<file path="src/rtl/als_pkg.sv">
// Package for the array list store: capacity, widths, operation and status
// codes, and the sequencer state type.
// No dependencies.
`timescale 1ns / 1ps
`default_nettype none

package als_pkg;

  localparam int DEPTH = 16;
  localparam int AW    = $clog2(DEPTH);
  localparam int CW    = $clog2(DEPTH + 1);

  typedef logic [AW-1:0]      addr_t;
  typedef logic [CW-1:0]      cnt_t;
  typedef logic signed [31:0] word_t;

  typedef enum logic [1:0] {
    KIND_APPEND = 2'd0,
    KIND_READ   = 2'd1,
    KIND_FIND   = 2'd2,
    KIND_ERASE  = 2'd3
  } kind_t;

  typedef enum logic [1:0] {
    STAT_OK       = 2'd0,
    STAT_FULL     = 2'd1,
    STAT_RANGE    = 2'd2,
    STAT_NOTFOUND = 2'd3
  } status_t;

  typedef enum logic [2:0] {
    ST_IDLE,
    ST_READ,
    ST_SCAN,
    ST_SHIFT,
    ST_RESP
  } state_t;

endpackage

`default_nettype wire

</file>
<file path="src/rtl/array_list_store.sv">
// Array list store: a packed list of signed words held in a memory with one
// read and one write port, with a small sequencer that scans and shifts one
// entry a cycle. Depends on als_pkg.
//
// The block takes one request at a time and answers each with one result.
// An append goes from idle straight to the response state; a read passes
// through the read state first. A find reads the stored entries one per
// cycle through the single memory read port and compares each against the
// requested word. An erase scans the same way up to the first match and
// then moves every later entry down one place, again one entry a cycle
// through the same read port. The entries are not cleared at reset; only
// the fill count is, and no entry at or above it ever reaches a comparison
// or a result. A new request is taken while the previous result still
// waits in the output register.
`timescale 1ns / 1ps
`default_nettype none

module array_list_store (
  input  wire logic                clk,
  input  wire logic                rst,
  input  wire logic                in_valid,
  output      logic                in_ready,
  input  wire logic [1:0]          kind,
  input  wire als_pkg::word_t      value,
  input  wire logic [3:0]          index,
  output      logic                out_valid,
  input  wire logic                out_ready,
  output      als_pkg::word_t      data,
  output      logic                hit,
  output      logic [3:0]          position,
  output      logic [4:0]          count,
  output      logic [1:0]          status
);

  import als_pkg::*;

  localparam cnt_t DEPTH_C = CW'(DEPTH);

  state_t  state, state_next;
  kind_t   kind_q, kind_q_next;
  word_t   value_q, value_q_next;
  cnt_t    fill_count, fill_count_next;
  cnt_t    ptr, ptr_next;
  logic    cmp_valid, cmp_valid_next;
  addr_t   cmp_addr, cmp_addr_next;

  word_t   res_data, res_data_next;
  logic    res_hit, res_hit_next;
  addr_t   res_pos, res_pos_next;
  status_t res_status, res_status_next;

  logic          out_valid_next;
  word_t         data_next;
  logic          hit_next;
  logic [3:0]    position_next;
  logic [4:0]    count_next;
  logic [1:0]    status_next;

  word_t mem [DEPTH];
  word_t rdata;
  logic  mem_we;
  addr_t mem_waddr;
  word_t mem_wdata;
  addr_t mem_raddr;

  always_ff @(posedge clk) begin
    if (mem_we) begin
      mem[mem_waddr] <= mem_wdata;
    end
    rdata <= mem[mem_raddr];
  end

  always_comb begin
    state_next      = state;
    kind_q_next     = kind_q;
    value_q_next    = value_q;
    fill_count_next = fill_count;
    ptr_next        = ptr;
    cmp_valid_next  = 1'b0;
    cmp_addr_next   = cmp_addr;
    res_data_next   = res_data;
    res_hit_next    = res_hit;
    res_pos_next    = res_pos;
    res_status_next = res_status;
    out_valid_next  = out_valid && !out_ready;
    data_next       = data;
    hit_next        = hit;
    position_next   = position;
    count_next      = count;
    status_next     = status;
    mem_we          = 1'b0;
    mem_waddr       = fill_count[AW-1:0];
    mem_wdata       = value_q;
    mem_raddr       = ptr[AW-1:0];
    in_ready        = 1'b0;

    unique case (state)
      ST_IDLE: begin
        in_ready = 1'b1;
        mem_raddr = index;
        if (in_valid) begin
          kind_q_next     = kind_t'(kind);
          value_q_next    = value;
          res_data_next   = '0;
          res_hit_next    = 1'b0;
          res_pos_next    = '0;
          res_status_next = STAT_OK;
          ptr_next        = '0;
          unique case (kind_t'(kind))
            KIND_APPEND: begin
              if (fill_count >= DEPTH_C) begin
                res_status_next = STAT_FULL;
              end else begin
                mem_we          = 1'b1;
                mem_wdata       = value;
                fill_count_next = fill_count + 1'b1;
              end
              state_next = ST_RESP;
            end
            KIND_READ: begin
              if ({1'b0, index} < fill_count) begin
                state_next = ST_READ;
              end else begin
                res_status_next = STAT_RANGE;
                state_next      = ST_RESP;
              end
            end
            KIND_FIND, KIND_ERASE: begin
              state_next = ST_SCAN;
            end
          endcase
        end
      end

      ST_READ: begin
        res_data_next = rdata;
        state_next    = ST_RESP;
      end

      // The read issued in one cycle is compared in the next, so the scan
      // keeps one entry in flight behind the pointer.
      ST_SCAN: begin
        if (cmp_valid && rdata == value_q) begin
          res_hit_next = 1'b1;
          res_pos_next = cmp_addr;
          if (kind_q == KIND_ERASE) begin
            ptr_next   = {1'b0, cmp_addr} + 1'b1;
            state_next = ST_SHIFT;
          end else begin
            state_next = ST_RESP;
          end
        end else if (ptr < fill_count) begin
          cmp_valid_next = 1'b1;
          cmp_addr_next  = ptr[AW-1:0];
          ptr_next       = ptr + 1'b1;
        end else if (!cmp_valid) begin
          res_status_next = STAT_NOTFOUND;
          state_next      = ST_RESP;
        end
      end

      // Each entry read here is written back one place lower in the next cycle.
      ST_SHIFT: begin
        if (cmp_valid) begin
          mem_we    = 1'b1;
          mem_waddr = cmp_addr - 1'b1;
          mem_wdata = rdata;
        end
        if (ptr < fill_count) begin
          cmp_valid_next = 1'b1;
          cmp_addr_next  = ptr[AW-1:0];
          ptr_next       = ptr + 1'b1;
        end else if (!cmp_valid) begin
          fill_count_next = fill_count - 1'b1;
          state_next      = ST_RESP;
        end
      end

      ST_RESP: begin
        if (!out_valid || out_ready) begin
          out_valid_next = 1'b1;
          data_next      = res_data;
          hit_next       = res_hit;
          position_next  = res_pos;
          count_next     = fill_count;
          status_next    = res_status;
          state_next     = ST_IDLE;
        end
      end

      default: begin
        state_next = ST_IDLE;
      end
    endcase
  end

  always_ff @(posedge clk) begin
    if (rst) begin
      state      <= ST_IDLE;
      fill_count <= '0;
      cmp_valid  <= 1'b0;
      out_valid  <= 1'b0;
    end else begin
      state      <= state_next;
      fill_count <= fill_count_next;
      cmp_valid  <= cmp_valid_next;
      out_valid  <= out_valid_next;
    end
  end

  always_ff @(posedge clk) begin
    kind_q     <= kind_q_next;
    value_q    <= value_q_next;
    ptr        <= ptr_next;
    cmp_addr   <= cmp_addr_next;
    res_data   <= res_data_next;
    res_hit    <= res_hit_next;
    res_pos    <= res_pos_next;
    res_status <= res_status_next;
    data       <= data_next;
    hit        <= hit_next;
    position   <= position_next;
    count      <= count_next;
    status     <= status_next;
  end

  assert property (@(posedge clk) disable iff (rst) fill_count <= DEPTH_C)
    else $error("fill count exceeds capacity");

  assert property (@(posedge clk) disable iff (rst)
    (in_valid && in_ready && kind == KIND_APPEND && fill_count < DEPTH_C)
    |=> fill_count == $past(fill_count) + 1'b1)
    else $error("append did not grow the list");

  assert property (@(posedge clk) disable iff (rst)
    (state == ST_SHIFT && state_next == ST_RESP)
    |=> fill_count == $past(fill_count) - 1'b1)
    else $error("erase did not shrink the list");

  assert property (@(posedge clk) disable iff (rst)
    (out_valid && hit) |-> (status == STAT_OK && position <= count))
    else $error("hit reported with inconsistent status or position");

endmodule

`default_nettype wire

</file>
<file path="config.mk">
export PLATFORM = sky130hd
export DESIGN_NAME = array_list_store
export DESIGN_NICKNAME = d
export VERILOG_FILES = /design/src/rtl/als_pkg.sv /design/src/rtl/array_list_store.sv
export SDC_FILE = /design/constraint.sdc
export NUM_CORES = 1
export LEC_CHECK = 0
export BUFFER_PORTS_ARGS = -buffer_cell sky130_fd_sc_hd__buf_2
export CAP_MARGIN = 0
export CORE_AREA = 2 2 298 300
export CTS_BUF_LIST = sky130_fd_sc_hd__clkbuf_8
export CTS_CLUSTER_DIAMETER = 150
export DETAILED_ROUTE_END_ITERATION = 8
export DIE_AREA = 0 0 300 302
export SYNTH_ARGS = -nofsm -noshare
export SYNTH_HDL_FRONTEND = slang
export SYNTH_SLANG_ARGS = --single-unit
</file>
<file path="constraint.sdc">
create_clock -name clk -period 10.76 [get_ports clk]
set_input_delay 3.228 -clock clk [delete_from_list [all_inputs] [get_ports clk]]
set_output_delay 3.228 -clock clk [all_outputs]
set_load 0.03 [all_outputs]
</file>
Yosys cells after proc, flatten, opt, wreduce, memory -nomap -nowiden
Memory sizes are Yosys's and may differ from the RTL's. A register that Yosys moved wholly into a read port is not among the register bits.
Index checks and enable logic that the tools add are counted.

operators by class
  add/subtract/negate cells = 5
  reduce and logical (&&, ||, !) cells = 22
  $lt $le $gt $ge = 3
  mux-type cells = 60
  equal/unequal tests = 20

operators with widths
  cell                                           number
  two-way mux 32 bit                             5
  one-hot mux 32 bit (2 select lines)            2
  two-way mux 5 bit                              9
  == test 32 bit                                 1
  two-way mux 4 bit                              7
  two-way mux 3 bit                              7
  inequality test 2 bit, second input constant   9
  one-hot mux 4 bit (2 select lines)             2
  one-hot mux 3 bit (5 select lines)             1
  one-hot mux 5 bit (3 select lines)             1
  two-way mux 1 bit                              14
  adder 5 x 1 -> 5 bit, second input constant    2
  two-way mux 2 bit                              5
  one-hot mux 5 bit (2 select lines)             1
  AND reduction 2 bit                            5
  one-hot mux 3 bit (3 select lines)             1
  one-hot mux 2 bit (2 select lines)             2
  nonzero test 2 bit                             4
  == test 2 bit, second input constant           3
  == test 3 x 2 -> 1 bit, second input constant  2
  one-hot mux 1 bit (2 select lines)             3
  AND reduction 3 bit                            2
  AND reduction 6 bit                            1
  adder 4 x 1 -> 5 bit, second input constant    1
  other kinds (18)                               20

storage, ports and cells
  memories = 1
  register bits after elaboration = 136
  input port bits = 42
  memory bits (writable) = 512

memories
  name  words  width  rd ports  clocked after memory_dff  write ports  RTL line                text
  mem   16     32     1         1                         1            array_list_store.sv:59  word_t mem [DEPTH];

Logic depth before layout (Yosys ltp)
Gate-level depths: netlist (run 1).

  word-level depth = 7
  gate-level depth with buffers = 11
  depth with buffers taken out = 10

Worst setup path before layout (run 1)
Ideal clock, no wire load.

  path type = input to register
  start = input port in_valid
  end = memory mem[11][0] (netlist bit) (enable)
  cell stages on the path = 5
  setup time = 421 ps
  arrival = 5,835 ps
  path buffers = 0
  slack = 4,504 ps
  data required time = 10,339 ps
  cells stage by stage = nand2b_1 > or3_1 > nor4_1 > a31oi_1 > nor2_1

on the way
  word-level cells in the longest chain between the ends = 4

RTL lines
  item                                     RTL line                 text
  from (decl)                              array_list_store.sv:21   input wire logic in_valid,
  two-way mux 1 bit                        array_list_store.sv:101  if (in_valid) begin
  one-hot mux 1 bit (2 select lines)       array_list_store.sv:97   unique case (state)
  two-way mux 1 bit                        array_list_store.sv:67   if (mem_we) begin
  two-way mux 1 bit (not written as such)  array_list_store.sv:68   mem[mem_waddr] <= mem_wdata;
  to (decl)                                array_list_store.sv:59

No other way between the ends.

Worst setup path in the final report (run 1)
  start = input port in_valid
  end = memory mem[7][12] (netlist bit) (enable)

Same word-level chain as after synthesis.

==> flow_summary.ini, run 1 <==
[synth]
synthesis.nets = 1384
postSynthCellCount = 1328
async_flop_share_pct = 0
synth.area.mux_share_pct = 11.29
synth_xor_area_share_pct = 1.518
yosys_warnings = 0
synth_edf_count = 638
synth_top_family_by_area = multiplexers
yosysUniqueCellTypes = 44
postSynthRegisterBits = 680
netlist_area_sq_mm = 0.02597
syn_avg_cell_area_sq_um = 19.55
ys_dominant_reg_cell = edfxtp_1
synth-compound-area-share_pct = 3.850
yosys.area_share.simple_pct = 4.293
synthAdderAreaFrac_pct = 0.7035
yosysSeqAreaShare_pct = 77.02

[clocking]
cts_root_buf = clkbuf_8
cts_made_buffers = 108
cts-htree-levels = 3
hold_buffers = 0
clock-sinks = 680
insertion_delay_ps = 700
cts_resized = 0
cts_tree = done
clockBufferDepth = 3
cts_setup_buffers = 0
clk_pin_slew_ps = 50

[setup_path]
cp_max_fo = 34
criticalPathCategory = in2reg
setup.worst_path.end_class = flip-flop
r2r_start = state[2]
start_kind = input port
worstReg2RegEnd = rdata[4]
r2r_cells = 8
worst-r2r-setup-slack_ps = 6820
arrival_ps = 6140
cp.required_ps = 11130

[finish]
fin_area_sq_mm = 0.03004
design.final.nets = 1550
layout-drive-gt1-share_pct = 25.87
multi_input_area_sq_mm = 0.005823
seqCellArea_sq_mm = 0.02000
fillers = 8286
fin_util_pct = 34.31
syn_to_final_growth_pct = 15.68

[floorplanning]
core-area_sq_mm = 0.08756
die_x_um = 300
die_h_um = 302
initial_core_util_pct = 29.66
fp-row-count = 109
die_area_sq_mm = 0.09060
pin_count = 88

[drt]
dr.pass1.iters = 5
vias_per_cell = 4.877
drt_iter0_drc = 1255
wl_um = 63830
route.detailed.drc = 0
ant_nets = 0
vias = 13430
wl_per_cell_um = 23.18

[sta]
rsz0062_at_grt = no
maxSlewViolCount = 0
fin_crit_ps = 5775
fin_crit_sh_pct = 53.67
whs_ps = 417.4
tightest_slew_ps = 1245
finalHoldViolations = 0
setup_viol = 0
max_freq_mhz = 173.2
final.setup.tns_ps = 0
fin_skew_ps = 29.33
relSlewSlack_pct = 16.97

[min_path]
hold_path.class = reg2reg
worstHoldStart = res_pos[0]
min_to = position[0]
whs_path_depth = 0

[run]
max_cap_viol_count = 0

[power]
power_density_mw_per_mm2 = 204.1
vdd_drop_max_mv = 0.1319
p_leak_nw = 9.946

[global_routing]
track_usage_pct = 14.12
grt-ovfl-total = 0
grt_pass1_vias = 13920
antenna_found_initial = 7
grt_pass1_wl_um = 93620
grt_max_degree = 129

[run_status]
status = finished, final reports clean

[placement]
gp_congestion = 0.8550
dpl.hpwl_um = 35910
post_dp_cell_area_sq_mm = 0.02800
port_buffers = 87
==> sequential cells by signal, indices dropped and copies added, names as in the netlist, 4 cells and up <==
signal and count:
value_q 32, mem 512, count 5, data 32, rdata 32, res_pos 4
cmp_addr 4, position 4, res_data 32, fill_count 5, ptr 5
==> layout by cell type, fill, tap and decap left out, types with 4 or more instances in the layout <==
master    count
clkinv_1     17
a21o_1        6
nand4_1      15
nor3_1        6
dfxtp_1      42
a211oi_1      4
a22oi_1      96
buf_2        87
o21ai_0       7
mux4_2      128
edfxtp_1    638
clkinv_2     11
buf_4        26
ha_1         13
nor2_1       26
and2_1       32
diode_2       4
xor2_1        6
a21oi_1      13
nand2b_1      5
inv_1        59
clkbuf_8    121
nor2_4       21
xnor2_1      39
nand2_1     119
==> per-layer routing <==
| metal | GRT usage [%] | wire length [um] | part of all wire [%] |
|---|---|---|---|
| met1 | 19.42 | 27800 | 44 |
| met2 | 21.81 | 29050 | 46 |
| met3 | 4.187 | 5679 | 8.9 |
| met4 | 3.952 | 1294 | 2.0 |
| met5 | 0 | 8 | 0.013 |
==> area by class of cell <==
type,instances,area share (%)
Timing Repair Buffer,115,2.232
Inverter,13,0.1708
Antenna cell,4,0.03332
Multi-Input combinational cell,576,19.38
Clock inverter,80,1.208
Tap cell,1165,4.852
Sequential cell,680,66.58
Clock buffer,121,5.544
==> worst max-delay path: stages <==
cell      delay [ps]
buf_2            110
nand2b_1          80
or3_1            390
nor4_2           180
buf_4            550
a31oi_1          440
nor2_4           710
buf_4            420
==> how the worst max path moves through the flow <==
stage | from | to | slack [ps]
after floorplan | in_valid | mem[11][0] | 4500
after global placement | in_valid | mem[7][7] | 4360
after detailed placement | in_valid | mem[7][19] | 4340
after CTS | in_valid | mem[7][26] | 5080
after global routing | in_valid | mem[7][26] | 4860
final | in_valid | mem[7][12] | 4980
==> logic make-up (layout without fill, tap and decap cells) <==
kind of cell | after synthesis | after routing
compound gates | 139 | 139
mux | 133 | 133
xor+xnor | 45 | 45
simple gates | 245 | 245
other cells | 0 | 4
buf+inv | 72 | 329
fa+ha+maj | 14 | 14
flops | 680 | 680
==> synthesized netlist by cell type (all sizes together) (13+ instances only) <==
| library cell | count | area [sq um] |
|---|---|---|
| nand2 | 119 | 446.7 |
| inv | 13 | 51.30 |
| edfxtp | 638 | 19160 |
| clkbuf | 39 | 146.4 |
| ha | 13 | 162.7 |
| xnor2 | 39 | 341.6 |
| a22oi | 96 | 720.7 |
| dfxtp | 42 | 840.8 |
| nand4 | 15 | 93.84 |
| mux4 | 128 | 2883 |
| nor2 | 47 | 176.4 |
| and2 | 32 | 200.2 |
| a21oi | 13 | 65.06 |
| buf | 20 | 146.4 |
==> report_power, final <==
| part | switching, W | internal [W] | total (W) |
|---|---|---|---|
| Combinational | 0.000556 | 0.000329 | 0.000885 |
| Clock | 0.000987 | 0.00105 | 0.00204 |
| Sequential | 0.000115 | 0.00309 | 0.00321 |
==> metrics by stage <==
stage | instances | setup WS [ps] | total power, W
final | 2754 | 4985 | 0.006131
after global routing | 2751 | 4857 | 0.006380
after CTS | 2750 | 5082 | 0.006189
after detailed placement | 2549 | 4344 | 0.004144
after global placement | 2549 | 4359 | 0.004130
after floorplan | 1328 | 4504 | 0.003804
Power figures use the tool's default switching activity.
==> inputs of run 2 (changes only) <==
clock period = 4.86 ns   (was 10.76 ns; I/O delays follow)
==> run 2 against run 1 <==
Sequential share of layout area is 0.70 points lower. Critical path depth is 1 lower. Flip-flop and latch count stayed put. Worst setup slack worse by 3700 ps. Via count is 0.65% lower. Utilization is 0.37 points higher. Die area stayed put. Combinational power is 130% higher. Design area is 1.1% higher.
==> flow_summary.ini, run 2 (same netlist as run 1, synthesis figures left out) <==
[run_status]
status = finished, final reports clean

[setup_path]
arrival_ps = 3910
criticalPathCategory = in2reg
worstReg2RegEnd = rdata[1]
worst-r2r-setup-slack_ps = 1500
start_kind = input port
r2r_start = state[1]
r2r_cells = 7
setup.worst_path.end_class = flip-flop
cp.required_ps = 5220
cp_max_fo = 13

[min_path]
min_to = data[21]
whs_path_depth = 0
worstHoldStart = res_data[21]
hold_path.class = reg2reg

[floorplanning]
initial_core_util_pct = 29.66
die_x_um = 300
die_area_sq_mm = 0.09060
core-area_sq_mm = 0.08756
die_h_um = 302
fp-row-count = 109
pin_count = 88

[sta]
relSlewSlack_pct = 25.84
max_freq_mhz = 281.8
fin_crit_ps = 3549
final.setup.tns_ps = 0
rsz0062_at_grt = no
tightest_slew_ps = 1110
finalHoldViolations = 0
setup_viol = 0
fin_skew_ps = 44.06
fin_crit_sh_pct = 73.02
worst_slack_ps = 1311
maxSlewViolCount = 0

[power]
power.internal_w = 0.01007
seq_power_share_pct = 51.1
power_switching_w = 0.003778
vdd_drop_max_mv = 0.1906
p_leak_nw = 10.03
p_sw_share_pct = 27.28
power_density_mw_per_mm2 = 456.2
comb_power_share_pct = 14.8
clockPowerShare_pct = 34.1

[clocking]
cts_root_buf = clkbuf_8
cts_tree = done
cts-htree-levels = 3
clock-sinks = 680
cts_made_buffers = 106
hold_buffers = 0
cts_setup_buffers = 0
cts_resized = 0
clockBufferDepth = 3
insertion_delay_ps = 710
clk_pin_slew_ps = 60

[finish]
syn_to_final_growth_pct = 16.92
mostFrequentLayoutCells = 638 x edfxtp_1, 128 x mux4_2, 123 x clkbuf_8, 119 x nand2_1, 96 x a22oi_1
regMostFlops = mem
layout-drive-gt1-share_pct = 27.17
final_common_cell = edfxtp_1
largest_reg_flops = 512
fin_util_pct = 34.68
design.final.nets = 1558
fillers = 8246

[drt]
wl_um = 62800
route.detailed.drc = 0
dr.pass1.iters = 7
vias_per_cell = 4.840
drt_iter0_drc = 1315
vias = 13350
ant_nets = 0
wl_per_cell_um = 22.78

[global_routing]
antenna_found_initial = 7
track_usage_pct = 13.78
grt-ovfl-total = 0
grt_pass1_wl_um = 91780
grt_max_degree = 64
grt_pass1_vias = 13760

[placement]
gp_congestion = 0.8654
place_ws_ps = 655.2
port_buffers = 87
dpl.hpwl_um = 40520

[run]
max_cap_viol_count = 0
run 2: changes by cell type in the layout (fill, tap and decap cells not counted), sizes merged:
cell      change
buf          +10
bufinv        +2
clkbuf        +2
clkinv        +2
diode         -2
inv          -12
clkinvlp      +1
run 2: worst max path at each step:
stage               startpoint  cells past startpoint  slack, ps          to
floorplan             in_valid                      5        370  mem[11][0]
global placement      in_valid                      7        730  mem[9][21]
detailed placement    in_valid                      7        660  mem[9][21]
CTS                   state[2]                      3       1310    in_ready
global route          state[2]                      3       1260    in_ready
finish                in_valid                      7       1310  mem[9][22]
run 2: power groups by stage:
stage / clock network, W / logic (W) / registers [W]
final: 0.00472 / 0.00204 / 0.00708
after detailed placement: 0 / 0.00206 / 0.00720
after floorplan: 0 / 0.00126 / 0.00716
after CTS: 0.00485 / 0.00207 / 0.00708
after global placement: 0 / 0.00202 / 0.00719
after global routing: 0.00510 / 0.00220 / 0.00711
run 2: layer usage:
layer / up-vias / wire length (um) / global-route usage, %
met5: - / 28 / 0
met4: 6 / 1149 / 3.893
met3: 87 / 5735 / 3.670
met2: 572 / 27590 / 20.26
met1: 6943 / 28290 / 20.09
li1: 5737 / - / -
run 2: critical path, stage by stage:
cell and delay (ps):
buf_2 100, nand2b_1 70, or3_1 390, or4_1 560, o32a_1 550, nor2_4 450, buf_4 320
run 2: cell type report:
class / count / area (sq um) / area share, %
sequential: 680 / 20000 / 65.87
multi-input combinational: 576 / 5823 / 19.18
clock buffer: 123 / 1693 / 5.576
tap: 1165 / 1458 / 4.801
timing repair buffer: 125 / 895.9 / 2.951
clock inverter: 73 / 436.7 / 1.438
inverter: 13 / 51.30 / 0.1690
antenna: 2 / 5.005 / 0.01648
run 2: metrics by stage:
step / total power (W) / instances / area, sq um / hold slack (ps)
after floorplan: 0.008422 / 1328 / 25970 / 400.3
after global placement: 0.009216 / 2559 / 28230 / 403.9
after detailed placement: 0.009257 / 2559 / 28230 / 404.5
after CTS: 0.01400 / 2755 / 30360 / 416.8
after global routing: 0.01440 / 2756 / 30360 / 418.0
final: 0.01385 / 2757 / 30360 / 403.8
